==> config.mk <==
export PLATFORM = sky130hd
export DESIGN_NAME = aligned_read_chunk_sequencer
export DESIGN_NICKNAME = d
export VERILOG_FILES = /design/src/design/arcs_pkg.sv /design/src/design/arcs_fifo.sv /design/src/design/arcs_front.sv /design/src/design/arcs_back.sv /design/src/design/arcs_out.sv /design/src/design/aligned_read_chunk_sequencer.sv
export SDC_FILE = /design/constraint.sdc
export NUM_CORES = 2
export LEC_CHECK = 0
export BUFFER_PORTS_ARGS = -buffer_cell sky130_fd_sc_hd__buf_2
export CORE_UTILIZATION = 45
export DETAILED_ROUTE_END_ITERATION = 10
export PLACE_DENSITY = 0.66
export SETUP_SLACK_MARGIN = 0.02
export SKIP_CTS_REPAIR_TIMING = 1
export SLEW_MARGIN = 40
export SYNTH_ARGS = -nofsm -noshare
export SYNTH_HDL_FRONTEND = slang
export SYNTH_HIERARCHICAL = 1
export SYNTH_SLANG_ARGS = --single-unit
==> constraint.sdc <==
create_clock -name clk -period 30.8 [get_ports clk]
set_input_delay 4.62 -clock clk [delete_from_list [all_inputs] [get_ports clk]]
set_output_delay 4.62 -clock clk [all_outputs]
set_load 0.02 [all_outputs]
==> src/design/arcs_pkg.sv <==
// Shared types and codes for the aligned read chunk sequencer.
// Used by the front, back, output stage, top level and checker; depends on nothing.
package arcs_pkg;

	// Command codes on the input channel
	localparam logic [1:0] CMD_START    = 2'd0;
	localparam logic [1:0] CMD_COMPLETE = 2'd1;
	localparam logic [1:0] CMD_FAIL     = 2'd2;

	// Request status codes on the result channel
	localparam logic [1:0] ST_ACTIVE    = 2'd0;
	localparam logic [1:0] ST_COMPLETED = 2'd1;
	localparam logic [1:0] ST_FAILED    = 2'd2;
	localparam logic [1:0] ST_REJECTED  = 2'd3;

	// Configuration register indexes
	localparam logic [1:0] REG_CACHE_SIZE   = 2'd0;
	localparam logic [1:0] REG_OFFSET_ALIGN = 2'd1;
	localparam logic [1:0] REG_LENGTH_ALIGN = 2'd2;

	localparam logic [20:0] MAX_CHUNK   = 21'd1048576;
	localparam logic [20:0] CACHE_RESET = 21'd32768;

	// Command class decided by the front
	typedef enum logic [2:0] {
		K_START,
		K_BAD_START,
		K_COMPLETE,
		K_FAIL,
		K_ILLEGAL
	} kind_t;

	// Result shape decided by the back
	typedef enum logic [2:0] {
		R_REJECT,
		R_FAIL,
		R_ISSUE,
		R_COPY_ISSUE,
		R_COPY_DONE
	} res_t;

	typedef struct packed {
		res_t res;
		logic direct;
	} res_ctl_t;

endpackage

==> src/design/arcs_fifo.sv <==
// Two-entry transaction queue between the front and the back.
// Generic payload width; no package dependency.
module arcs_fifo #(
	parameter int WIDTH = 8
) (
	input  logic             clk,
	input  logic             arst_n,
	input  logic             push,
	input  logic [WIDTH-1:0] push_data,
	output logic             full,
	input  logic             pop,
	output logic [WIDTH-1:0] pop_data,
	output logic             not_empty
);
	localparam int DEPTH = 2;
	localparam int PW = $clog2(DEPTH);

	logic [WIDTH-1:0] mem_q [DEPTH];
	logic [PW-1:0]    wr_ptr_q;
	logic [PW-1:0]    rd_ptr_q;
	logic [PW:0]      count_q;

	assign full      = (count_q == (PW+1)'(DEPTH));
	assign not_empty = (count_q != '0);
	assign pop_data  = mem_q[rd_ptr_q];

	always_ff @(posedge clk or negedge arst_n) begin
		if (!arst_n) begin
			wr_ptr_q <= '0;
			rd_ptr_q <= '0;
			count_q  <= '0;
		end else begin
			if (push)
				wr_ptr_q <= wr_ptr_q + 1'b1;
			if (pop)
				rd_ptr_q <= rd_ptr_q + 1'b1;
			if (push && !pop)
				count_q <= count_q + 1'b1;
			else if (pop && !push)
				count_q <= count_q - 1'b1;
		end
	end

	always_ff @(posedge clk) begin
		if (push)
			mem_q[wr_ptr_q] <= push_data;
	end

endmodule

==> src/design/arcs_front.sv <==
// Front: decodes a command and checks a start request against the file length.
// Precomputes the first chunk's alignment pull-back; depends on arcs_pkg.
module arcs_front #(
	parameter int AW = 32,
	parameter int CW = 33
) (
	input  logic [1:0]      command,
	input  logic [31:0]     request_offset,
	input  logic [31:0]     request_length,
	input  logic [31:0]     file_length,
	input  logic            direct_transfer,
	input  logic [15:0]     oa_mask,
	output arcs_pkg::kind_t kind,
	output logic [AW-1:0]   base,
	output logic [AW-1:0]   total,
	output logic [CW-1:0]   rem0,
	output logic [CW-1:0]   tot0,
	output logic [15:0]     adj,
	output logic            direct
);
	import arcs_pkg::*;

	logic [AW-1:0] ro;
	logic [AW-1:0] rl;
	logic [AW-1:0] fl;
	logic [AW-1:0] room;
	logic          start_ok;

	assign ro   = request_offset[AW-1:0];
	assign rl   = request_length[AW-1:0];
	assign fl   = file_length[AW-1:0];
	assign room = fl - ro;

	// Nonempty, starts inside the file, and ends no later than end of file
	assign start_ok = (rl != '0) && (ro < fl) && (rl <= room);

	assign adj    = ro[15:0] & oa_mask;
	assign base   = ro;
	assign total  = rl;
	assign rem0   = CW'(room) + CW'(adj);
	assign tot0   = CW'(rl) + CW'(adj);
	assign direct = direct_transfer;

	always_comb begin
		case (command)
			CMD_START:    kind = start_ok ? K_START : K_BAD_START;
			CMD_COMPLETE: kind = K_COMPLETE;
			CMD_FAIL:     kind = K_FAIL;
			default:      kind = K_ILLEGAL;
		endcase
	end

endmodule

==> src/design/arcs_back.sv <==
// Back: holds the request state and advances it by one transaction per cycle
// unless stage 1 stalls. Tracks chunk offset, bytes left in the request and
// bytes left to end of file; depends on arcs_pkg.
module arcs_back #(
	parameter int AW = 32,
	parameter int CW = 33
) (
	input  logic               clk,
	input  logic               arst_n,
	input  logic [20:0]        eff_cache,
	input  logic               entry_valid,
	input  arcs_pkg::kind_t    kind,
	input  logic [AW-1:0]      base,
	input  logic [AW-1:0]      total,
	input  logic [CW-1:0]      rem0,
	input  logic [CW-1:0]      tot0,
	input  logic [15:0]        adj,
	input  logic               direct,
	output logic               pop,
	output logic               valid_s1,
	input  logic               s1_ready,
	output arcs_pkg::res_ctl_t ctl_s1,
	output logic [CW-1:0]      old_co_s1,
	output logic [20:0]        old_cl_s1,
	output logic [CW-1:0]      old_tot_rem_s1,
	output logic [AW-1:0]      total_s1,
	output logic [AW-1:0]      base_q,
	output logic [CW-1:0]      co_q,
	output logic [20:0]        cl_q,
	output logic [CW-1:0]      rem_eof_q
);
	import arcs_pkg::*;

	logic          busy_q;
	logic [AW-1:0] total_q;
	logic [CW-1:0] tot_rem_q;
	logic          direct_q;

	logic [CW-1:0] rem_after;
	logic [CW-1:0] rem_sel;
	logic [20:0]   cl_new;
	logic          cpl_done;
	res_t          res;
	logic          start_go;
	logic          cpl_next;
	logic          go_idle;

	assign pop       = entry_valid && (!valid_s1 || s1_ready);
	assign cpl_done  = (CW'(cl_q) >= tot_rem_q);
	assign rem_after = rem_eof_q - CW'(cl_q);
	assign rem_sel   = (kind == K_START) ? rem0 : rem_after;
	// Clip the next chunk at end of file
	assign cl_new    = (rem_sel < CW'(eff_cache)) ? rem_sel[20:0] : eff_cache;

	always_comb begin
		res      = R_REJECT;
		start_go = 1'b0;
		cpl_next = 1'b0;
		go_idle  = 1'b0;
		case (kind)
			K_START: begin
				if (!busy_q) begin
					res      = R_ISSUE;
					start_go = 1'b1;
				end
			end
			K_COMPLETE: begin
				if (busy_q) begin
					if (cpl_done) begin
						res     = R_COPY_DONE;
						go_idle = 1'b1;
					end else begin
						res      = R_COPY_ISSUE;
						cpl_next = 1'b1;
					end
				end
			end
			K_FAIL: begin
				if (busy_q) begin
					res     = R_FAIL;
					go_idle = 1'b1;
				end
			end
			default: res = R_REJECT;
		endcase
	end

	always_ff @(posedge clk or negedge arst_n) begin
		if (!arst_n) begin
			busy_q   <= 1'b0;
			valid_s1 <= 1'b0;
		end else begin
			if (pop && start_go)
				busy_q <= 1'b1;
			else if (pop && go_idle)
				busy_q <= 1'b0;
			if (pop)
				valid_s1 <= 1'b1;
			else if (s1_ready)
				valid_s1 <= 1'b0;
		end
	end

	// The output stage reads the request state while stage 1 holds; the state
	// only moves on a pop, which is also the edge stage 1 hands its transaction on.
	always_ff @(posedge clk) begin
		if (pop) begin
			ctl_s1         <= '{res: res, direct: direct_q};
			old_co_s1      <= co_q;
			old_cl_s1      <= cl_q;
			old_tot_rem_s1 <= tot_rem_q;
			total_s1       <= total_q;
			if (start_go) begin
				base_q    <= base;
				total_q   <= total;
				direct_q  <= direct;
				co_q      <= {CW{1'b0}} - CW'(adj);
				tot_rem_q <= tot0;
				rem_eof_q <= rem0;
				cl_q      <= cl_new;
			end else if (cpl_next) begin
				co_q      <= co_q + CW'(cl_q);
				tot_rem_q <= tot_rem_q - CW'(cl_q);
				rem_eof_q <= rem_after;
				cl_q      <= cl_new;
			end
		end
	end

endmodule

==> src/design/arcs_out.sv <==
// Output stage: forms the copy descriptor and the device read, and holds the
// result in an output register. Depends on arcs_pkg.
module arcs_out #(
	parameter int AW = 32,
	parameter int CW = 33
) (
	input  logic               clk,
	input  logic               arst_n,
	input  logic [15:0]        la_mask,
	input  logic               valid_s1,
	output logic               s1_ready,
	input  arcs_pkg::res_ctl_t ctl_s1,
	input  logic [CW-1:0]      old_co_s1,
	input  logic [20:0]        old_cl_s1,
	input  logic [CW-1:0]      old_tot_rem_s1,
	input  logic [AW-1:0]      total_s1,
	input  logic [AW-1:0]      base_q,
	input  logic [CW-1:0]      co_q,
	input  logic [20:0]        cl_q,
	input  logic [CW-1:0]      rem_eof_q,
	output logic               out_valid,
	input  logic               out_ready,
	output logic               read_valid,
	output logic [31:0]        read_offset,
	output logic [20:0]        read_length,
	output logic               copy_valid,
	output logic [15:0]        copy_skip,
	output logic [31:0]        copy_dest_offset,
	output logic [20:0]        copy_count,
	output logic               request_done,
	output logic [1:0]         request_status
);
	import arcs_pkg::*;

	logic          out_valid_q;
	logic          read_valid_q;
	logic [31:0]   read_offset_q;
	logic [20:0]   read_length_q;
	logic          copy_valid_q;
	logic [15:0]   copy_skip_q;
	logic [31:0]   copy_dest_offset_q;
	logic [20:0]   copy_count_q;
	logic          request_done_q;
	logic [1:0]    request_status_q;

	logic          take;
	logic [CW-1:0] pos;
	logic [20:0]   rnd;
	logic [20:0]   rnd_m;
	logic [20:0]   sat;
	logic [20:0]   len;
	logic          co_neg;
	logic [CW-1:0] dlv;
	logic          dlv_pos;
	logic [CW-1:0] total_w;
	logic [20:0]   cnt_neg;
	logic [20:0]   cnt_pos;
	logic [20:0]   count;
	logic [15:0]   skip;
	logic [31:0]   dest;

	logic          rd_v;
	logic [31:0]   rd_off;
	logic [20:0]   rd_len;
	logic          cp_v;
	logic [15:0]   cp_skip;
	logic [31:0]   cp_dest;
	logic [20:0]   cp_count;
	logic          done;
	logic [1:0]    status;

	assign s1_ready = !out_valid_q || out_ready;
	assign take     = valid_s1 && s1_ready;

	// Device read from the updated state: round up, saturate, clip at end of file
	assign pos   = CW'(base_q) + co_q;
	assign rnd   = cl_q + {5'd0, la_mask};
	assign rnd_m = rnd & ~{5'd0, la_mask};
	assign sat   = (rnd_m > MAX_CHUNK) ? MAX_CHUNK : rnd_m;
	assign len   = (CW'(sat) > rem_eof_q) ? rem_eof_q[20:0] : sat;

	// Copy descriptor from the state before the completion
	assign co_neg  = old_co_s1[CW-1];
	assign dlv     = old_co_s1 + CW'(old_cl_s1);
	assign dlv_pos = !dlv[CW-1] && (dlv != '0);
	assign total_w = CW'(total_s1);
	assign cnt_neg = (dlv > total_w) ? total_w[20:0] : dlv[20:0];
	assign cnt_pos = (CW'(old_cl_s1) > old_tot_rem_s1) ? old_tot_rem_s1[20:0] : old_cl_s1;

	always_comb begin
		skip  = '0;
		dest  = '0;
		count = '0;
		if (co_neg) begin
			if (dlv_pos) begin
				skip  = 16'({CW{1'b0}} - old_co_s1);
				count = cnt_neg;
			end
		end else begin
			dest  = 32'(old_co_s1[AW-1:0]);
			count = cnt_pos;
		end
	end

	always_comb begin
		rd_v     = 1'b0;
		rd_off   = '0;
		rd_len   = '0;
		cp_v     = 1'b0;
		cp_skip  = '0;
		cp_dest  = '0;
		cp_count = '0;
		done     = 1'b0;
		status   = ST_REJECTED;
		case (ctl_s1.res)
			R_ISSUE: begin
				rd_v   = 1'b1;
				rd_off = 32'(pos[AW-1:0]);
				rd_len = len;
				status = ST_ACTIVE;
			end
			R_COPY_ISSUE: begin
				rd_v     = 1'b1;
				rd_off   = 32'(pos[AW-1:0]);
				rd_len   = len;
				cp_v     = !ctl_s1.direct && (count != '0);
				cp_skip  = skip;
				cp_dest  = dest;
				cp_count = count;
				status   = ST_ACTIVE;
			end
			R_COPY_DONE: begin
				cp_v     = !ctl_s1.direct && (count != '0);
				cp_skip  = skip;
				cp_dest  = dest;
				cp_count = count;
				done     = 1'b1;
				status   = ST_COMPLETED;
			end
			R_FAIL: begin
				done   = 1'b1;
				status = ST_FAILED;
			end
			default: status = ST_REJECTED;
		endcase
	end

	always_ff @(posedge clk or negedge arst_n) begin
		if (!arst_n)
			out_valid_q <= 1'b0;
		else if (s1_ready)
			out_valid_q <= valid_s1;
	end

	always_ff @(posedge clk) begin
		if (take) begin
			read_valid_q       <= rd_v;
			read_offset_q      <= rd_off;
			read_length_q      <= rd_len;
			copy_valid_q       <= cp_v;
			copy_skip_q        <= cp_skip;
			copy_dest_offset_q <= cp_dest;
			copy_count_q       <= cp_count;
			request_done_q     <= done;
			request_status_q   <= status;
		end
	end

	assign out_valid        = out_valid_q;
	assign read_valid       = read_valid_q;
	assign read_offset      = read_offset_q;
	assign read_length      = read_length_q;
	assign copy_valid       = copy_valid_q;
	assign copy_skip        = copy_skip_q;
	assign copy_dest_offset = copy_dest_offset_q;
	assign copy_count       = copy_count_q;
	assign request_done     = request_done_q;
	assign request_status   = request_status_q;

endmodule

==> src/design/aligned_read_chunk_sequencer.sv <==
// Aligned read chunk sequencer: top level with configuration registers.
// A result passes through the queue, the stage 1 registers and the output register.
// Throughput: one command per cycle while out_ready holds; the back updates the
// request state as it takes each command and the 2-entry queue plus the output register absorb stalls.
// Reset: idle, queue and output empty, cache size 32768, no alignment.
module aligned_read_chunk_sequencer #(
	parameter int OFFSET_BITS = 32
) (
	input  logic        clk,
	input  logic        arst_n,
	input  logic        cfg_valid,
	output logic        cfg_ready,
	input  logic [1:0]  cfg_index,
	input  logic [20:0] cfg_data,
	input  logic        in_valid,
	output logic        in_ready,
	input  logic [1:0]  command,
	input  logic [31:0] request_offset,
	input  logic [31:0] request_length,
	input  logic [31:0] file_length,
	input  logic        direct_transfer,
	output logic        out_valid,
	input  logic        out_ready,
	output logic        read_valid,
	output logic [31:0] read_offset,
	output logic [20:0] read_length,
	output logic        copy_valid,
	output logic [15:0] copy_skip,
	output logic [31:0] copy_dest_offset,
	output logic [20:0] copy_count,
	output logic        request_done,
	output logic [1:0]  request_status
);
	import arcs_pkg::*;

	localparam int AW = (OFFSET_BITS < 32) ? OFFSET_BITS : 32;
	// Wide enough for a full chunk length plus a sign bit at any offset width
	localparam int CW = ((AW > 21) ? AW : 21) + 1;

	typedef struct packed {
		kind_t         kind;
		logic [AW-1:0] base;
		logic [AW-1:0] total;
		logic [CW-1:0] rem0;
		logic [CW-1:0] tot0;
		logic [15:0]   adj;
		logic          direct;
	} entry_t;

	function automatic logic [20:0] clamp_cache(input logic [20:0] c);
		if (c == '0)
			return 21'd1;
		else if (c > MAX_CHUNK)
			return MAX_CHUNK;
		else
			return c;
	endfunction

	function automatic logic [15:0] align_mask(input logic [16:0] a);
		if (a == '0)
			return '0;
		else if (a[16])
			return 16'hFFFF;
		else
			return a[15:0] - 16'd1;
	endfunction

	logic [20:0] eff_cache_q;
	logic [15:0] oa_mask_q;
	logic [15:0] la_mask_q;

	entry_t entry_in;
	entry_t entry_out;
	logic   [$bits(entry_t)-1:0] pop_data;
	logic   full;
	logic   not_empty;
	logic   pop;

	logic          valid_s1;
	logic          s1_ready;
	res_ctl_t      ctl_s1;
	logic [CW-1:0] old_co_s1;
	logic [20:0]   old_cl_s1;
	logic [CW-1:0] old_tot_rem_s1;
	logic [AW-1:0] total_s1;
	logic [AW-1:0] base_q;
	logic [CW-1:0] co_q;
	logic [20:0]   cl_q;
	logic [CW-1:0] rem_eof_q;

	assign cfg_ready = 1'b1;

	// Store registers in effective form: clamped cache size and alignment masks
	always_ff @(posedge clk or negedge arst_n) begin
		if (!arst_n) begin
			eff_cache_q <= CACHE_RESET;
			oa_mask_q   <= '0;
			la_mask_q   <= '0;
		end else if (cfg_valid) begin
			case (cfg_index)
				REG_CACHE_SIZE:   eff_cache_q <= clamp_cache(cfg_data);
				REG_OFFSET_ALIGN: oa_mask_q   <= align_mask(cfg_data[16:0]);
				REG_LENGTH_ALIGN: la_mask_q   <= align_mask(cfg_data[16:0]);
				default: ;
			endcase
		end
	end

	assign in_ready = !full;

	arcs_front #(.AW(AW), .CW(CW)) u_front (
		.command         (command),
		.request_offset  (request_offset),
		.request_length  (request_length),
		.file_length     (file_length),
		.direct_transfer (direct_transfer),
		.oa_mask         (oa_mask_q),
		.kind            (entry_in.kind),
		.base            (entry_in.base),
		.total           (entry_in.total),
		.rem0            (entry_in.rem0),
		.tot0            (entry_in.tot0),
		.adj             (entry_in.adj),
		.direct          (entry_in.direct)
	);

	arcs_fifo #(.WIDTH($bits(entry_t))) u_queue (
		.clk       (clk),
		.arst_n    (arst_n),
		.push      (in_valid && !full),
		.push_data (entry_in),
		.full      (full),
		.pop       (pop),
		.pop_data  (pop_data),
		.not_empty (not_empty)
	);

	assign entry_out = entry_t'(pop_data);

	arcs_back #(.AW(AW), .CW(CW)) u_back (
		.clk            (clk),
		.arst_n         (arst_n),
		.eff_cache      (eff_cache_q),
		.entry_valid    (not_empty),
		.kind           (entry_out.kind),
		.base           (entry_out.base),
		.total          (entry_out.total),
		.rem0           (entry_out.rem0),
		.tot0           (entry_out.tot0),
		.adj            (entry_out.adj),
		.direct         (entry_out.direct),
		.pop            (pop),
		.valid_s1       (valid_s1),
		.s1_ready       (s1_ready),
		.ctl_s1         (ctl_s1),
		.old_co_s1      (old_co_s1),
		.old_cl_s1      (old_cl_s1),
		.old_tot_rem_s1 (old_tot_rem_s1),
		.total_s1       (total_s1),
		.base_q         (base_q),
		.co_q           (co_q),
		.cl_q           (cl_q),
		.rem_eof_q      (rem_eof_q)
	);

	arcs_out #(.AW(AW), .CW(CW)) u_out (
		.clk              (clk),
		.arst_n           (arst_n),
		.la_mask          (la_mask_q),
		.valid_s1         (valid_s1),
		.s1_ready         (s1_ready),
		.ctl_s1           (ctl_s1),
		.old_co_s1        (old_co_s1),
		.old_cl_s1        (old_cl_s1),
		.old_tot_rem_s1   (old_tot_rem_s1),
		.total_s1         (total_s1),
		.base_q           (base_q),
		.co_q             (co_q),
		.cl_q             (cl_q),
		.rem_eof_q        (rem_eof_q),
		.out_valid        (out_valid),
		.out_ready        (out_ready),
		.read_valid       (read_valid),
		.read_offset      (read_offset),
		.read_length      (read_length),
		.copy_valid       (copy_valid),
		.copy_skip        (copy_skip),
		.copy_dest_offset (copy_dest_offset),
		.copy_count       (copy_count),
		.request_done     (request_done),
		.request_status   (request_status)
	);

endmodule

Word level (Yosys, flattened, before mapping) --
Memory sizes are Yosys's and may differ from the RTL's. Index checks and enable logic that the tools add are counted.
Word-level totals: bits of input ports 127, bits in writable memories 300, logic and storage cells 162, output and inout port bits 130, register bits 495, memories kept 1
Memory list:
- u_queue.mem_q | words 2, bits a word 150, read ports 1, clocked after memory_dff 0, wr ports 1, RTL line arcs_fifo.sv:18 | logic [WIDTH-1:0] mem_q [DEPTH];
Operators by class: $lt $le $gt $ge 9, reduce and logical (&&, ||, !) cells 43, $add $sub $neg 16, bitwise operators 4, equal/unequal tests 11, mux-type cells 47
Operator list (count):
- 21-bit two-way mux | 11
- 33-bit two-way mux | 7
- 32-bit by 16-bit adder with 33-bit output | 2
- 33-bit by 21-bit adder with 33-bit output | 2
- 21-bit by 33-bit greater-than comparator with 1-bit output | 2
- 33-bit by 21-bit subtractor with 33-bit output | 2
- 21-bit greater-than comparator, second input constant | 2
- 21-bit by 33-bit greater-or-equal comparator with 1-bit output | 1
- 33-bit by 32-bit greater-than comparator with 1-bit output | 1
- 33-bit by 21-bit < comparator with 1-bit output | 1
- 33-bit nonzero test | 1
- 32-bit adder | 1
- 32-bit <= comparator | 1
- 32-bit < comparator | 1
- 16-bit two-way mux | 2
- 32-bit nonzero test | 1
- 32-bit subtractor | 1
- 21-bit by 16-bit adder with 21-bit output | 1
- 21-bit AND | 1
- 21-bit zero test | 1
- 16-bit NOT with 21-bit output | 1
- 21-bit nonzero test | 1
- 1-bit two-way mux | 18
- 3-bit one-hot mux with 3 select lines | 2
- 27 further kinds | 66

Longest topological paths before layout --
word-level depth 7, depth in mapped cells 25, mapped depth without buffers 23

By module --
The synthesis kept the hierarchy.
By module, submodules not included:
- arcs_back | times used 1, cells each 1290, sequential area each 9298.9 µm², area each 15637.5 µm²
- arcs_out | times used 1, cells each 1358, sequential area each 3838.7 µm², area each 12047.8 µm²
- arcs_fifo | times used 1, cells each 483, sequential area each 9108.7 µm², area each 11378.4 µm²
- arcs_front | times used 1, cells each 761, sequential area each 0.0 µm², area each 5437.7 µm²
- aligned_read_chunk_sequencer | times used 1, cells each 288, sequential area each 1327.5 µm², area each 2581.2 µm²

Worst setup path before layout --
OpenSTA, ideal clock, no wires.
path kind input-to-reg, start input port out_ready, end register u_back.cl_q[0], enable pin, arrival 16258 ps, cell stages on the path 4, path buffers 0, data required time 29907 ps, library setup time 893 ps, slack 13648 ps, cell sequence nand2b_1 -> nand2b_1 -> nand2_1 -> nor4_1
Between the ends: word-level cells in the longest chain between the ends 4
RTL lines:
- start, declared | RTL line aligned_read_chunk_sequencer.sv:23 | input logic out_ready,
- 1-bit logical OR | RTL line arcs_out.sv:72 | assign s1_ready = !out_valid_q || out_ready;
- 1-bit logical OR | RTL line arcs_back.sv:48 | assign pop = entry_valid && (!valid_s1 || s1_ready);
- 1-bit logical AND | RTL line arcs_back.sv:48
- 2-bit AND reduction (no source line)
- end signal, assigned | RTL line arcs_back.sv:120 | cl_q <= cl_new;
- end signal, assigned | RTL line arcs_back.sv:125 | cl_q <= cl_new;
- end, declared | RTL line arcs_back.sv:29 | output logic [20:0] cl_q,
No other way between the ends. A chain may end at the register's enable or synchronous reset.

==> impl_metrics.py <==
metrics = {
    "yosys": {
        "synth_fp_nets": 4642,
        "netlist_top_cells_area": "edfxtp_1 (47%), ha_1 (8.7%), mux2_4 (3.5%), dfrtp_1 (3.1%), a21oi_1 (3.0%)",
        "syn_area_um2": 47100,
        "netlist.area_leader.share_pct": 46.9,
        "synthArstFlopShare_pct": 7.55,
        "synthFlopType": "edfxtp_1",
        "avgSynthCellArea_um2": 11.3,
        "ys_ff_latch": 795,
        "synth-seq-area-share_pct": 50.1,
        "yosysMostFrequentCell": "edfxtp_1",
        "synthCells": 4180,
        "synth_top_cell_by_area": "edfxtp_1",
        "synth-edff-count": 735,
        "yosysWarningCount": 6,
        "synth.distinct_cells": 113,
        "ys_top_cells_by_count": "edfxtp_1 (735), ha_1 (326), nor2_1 (292), a21oi_1 (279), nand2_1 (277)",
    },
    "setup_path": {
        "r2r-start": "u_back/cl_q[0]$_DFFE_PP_",
        "crit_path_start_kind": "primary input",
        "cp-end-kind": "register",
        "worstPathArrival_ns": 9.67,
        "reg2reg_depth": 24,
        "crit_chain": "buf_2, inv_1, ha_1, nor2b_4, o31a_1, o21ai_0, nand2b_1, a21o_1, a21o_1, a21o_2, a21o_1, xor2_1, ha_1, and3_1, nand3_1, a2111oi_1, o31ai_1, a211oi_2, or3b_4, or4_4, nor3_2, xnor2_1",
        "crit_slowest_cell": "or4_4",
        "path_class": "primary input to register",
        "r2r_setup_slack_ns": 23.60,
        "path_max_fanout": 5,
        "r2r-end": "u_out/read_length[12]$_SDFFCE_PN0P_",
        "crit_top_cell": "a21o_1",
        "critical_path.max_stage_delay_ns": 0.48,
        "crit_required_ns": 31.19,
    },
    "placed_design": {
        "dp_hpwl_mm": 105,
        "dp_cells": 5657,
        "io_buffer_count": 255,
        "post_dp_cell_area_um2": 49400,
        "globalplace.congestion": 0.994,
    },
    "clock_tree": {
        "cts_tree": "done",
        "cts_root_buffer": "clkbuf_16",
        "cts_max_path_buffers": 3,
        "clk_pin_slew_ns": 0.06,
        "worstSkewPairLatency_ns": 0.67,
        "htree_levels": 3,
        "cts_made_buffers": 87,
        "clkSinkCount": 795,
    },
    "sta": {
        "setup_tns_ns": 0,
        "maxSlewHeadroom_pct": 41.1,
        "final_max_slew_viol_count": 0,
        "hold_violations": 0,
        "hold_slack_ns": 0.414,
        "clock_skew_ns": 0.0371,
        "setup_violations": 0,
        "tightest_slew_ns": 0.862,
        "min_period_over_period_pct": 30.1,
        "max_freq_mhz": 108,
        "min_period_ns": 9.27,
        "rsz0062_at_grt": "false",
    },
    "final_layout": {
        "fill_cells": 9236,
        "diodes": 0,
        "fin_cells": 5821,
        "area_growth_pct": 11.3,
        "layout.nets": 4830,
        "drive_gt1_share_pct": 15.5,
        "fin_area_um2": 52400,
    },
    "worst_hold_path": {
        "hp-class": "register to register",
        "worstHoldPathCells": 0,
        "worstHoldStart": "u_back/total_q[14]$_DFFE_PP_",
        "hold_end": "u_back/total_s1[14]$_DFFE_PP_",
    },
    "routing": {
        "wl_per_cell_um": 23.5,
        "drc": 0,
        "route.vias.total": 33900,
        "routed_wl_mm": 137,
        "drt_iter0_drc": 3263,
        "viasPerCell": 5.83,
        "ant_nets": 0,
        "first_pass_iters": 6,
    },
    "floorplan": {
        "pin_count": 257,
        "dieArea_um2": 106000,
        "die_x_um": 325,
        "initial_core_util_pct": 45.4,
        "core_area_um2": 104000,
        "die_h_um": 325,
        "rows": 118,
    },
    "power_and_ir_drop": {
        "ir_drop_uv": 53.7,
        "p_per_area_nw_per_um2": 92.0,
        "power_leakage_nw": 21.0,
        "finalPower_mw": 4.82,
    },
    "grt": {
        "grt_pass1_vias": 31800,
        "grt.overflow.total": 0,
        "grt.total_usage_pct": 25.1,
        "grt_pass1_wl_mm": 200,
        "grt_max_degree": 102,
        "antenna_found_initial": 9,
    },
    "status": {
        "status": "completed",
    },
    "flow_run": {
        "maxCapViolCount": 0,
    },
}
per-stage QoR:
stage | utilization (%) | setup WS [ns]
final | 50.5 | 21.53
after global routing | 50.5 | 21.28
after CTS | 50.5 | 21.56
after detailed placement | 47.6 | 20.86
after global placement | 47.5 | 20.92
after floorplan | - | 13.65
critical path: cells and delay by family:
kind	cells	cell delay [ns]
compound gates	9	2.19
simple gates	7	1.63
fa+ha+maj	2	0.74
xor+xnor	2	0.26
buf+inv	2	0.20
cells by family (layout without fill, tap and decap cells):
logic type	count (synthesis)	count (layout)	synth area share, %
AOI/OAI and AO/OA	973	973	13.4
muxes	211	211	5.81
other	1	1	0.00796
DFF	795	795	50.1
buffers and inverters	445	706	4.43
adders and majority gates	335	335	9.05
and+or+nand+nor	1169	1169	12.5
xor gates and xnor gates	251	251	4.67
worst max path at each step:
stage	slack [ns]	end	cells past startpoint	start
after detailed placement	20.86	u_queue/mem_q[0][79]$_DFFE_PP_	22	request_offset[2]
after global placement	20.92	u_queue/mem_q[0][79]$_DFFE_PP_	22	request_offset[2]
final	21.53	u_queue/mem_q[1][79]$_DFFE_PP_	22	request_offset[2]
after floorplan	13.65	u_back/cl_q[0]$_DFFE_PP_	4	out_ready
after CTS	21.56	u_queue/mem_q[0][79]$_DFFE_PP_	22	request_offset[2]
after global routing	21.28	u_queue/mem_q[0][79]$_DFFE_PP_	22	request_offset[2]
layout by cell type, fill, tap and decap left out, types with 81 or more instances in the layout:
cell and n:
nor3_1 81, clkbuf_16 89, edfxtp_1 735, ha_1 326, o21ai_0 217, a21o_1 103
a21oi_1 278, xnor2_1 137, nand2_1 277, xor2_1 114, nand3_1 82, mux2_4 109
inv_1 255, nor2_1 290, buf_2 255
metal layers:
layer  global-route usage, %  wire length (um)  up-vias
li1                        -                 -    15900
met4                    9.26              4920        0
met3                    3.04              9420      214
met1                    35.8             60900    16500
met5                       0                 0        -
met2                    39.4             61400     1305
where the power goes:
group,switching [mW],leakage [nW],total [mW],internal [mW]
clock network,0.444,1.43,1.08,0.635
registers,0.194,7.66,1.77,1.58
logic,1.24,11.9,1.97,0.731
area by class of cell:
type,count,area [um2],share of cell area (%)
flip-flops and latches,795,23600,45.0
clock buffers,105,2290,4.37
well taps,1380,1730,3.30
multi-input cells,2940,21500,41.1
inverters,257,967,1.85
clock inverters,57,666,1.27
repair buffers,287,1640,3.13
flip-flops by register name (all words and copies together) (netlist names), 21 cells and up:
register                flops
u_out/read_offset          32
u_back/cl_q                21
u_back/total_s1            32
eff_cache_q                21
u_back/rem_eof_q           33
u_back/old_cl_s1           21
u_back/co_q                33
u_out/read_length          21
u_queue/mem_q             300
u_back/old_co_s1           33
u_out/copy_dest_offset     32
u_out/copy_count           21
u_back/tot_rem_q           33
u_back/total_q             32
u_back/base_q              32
u_back/old_tot_rem_s1      33
No activity file was read; power rests on OpenSTA's default activity.
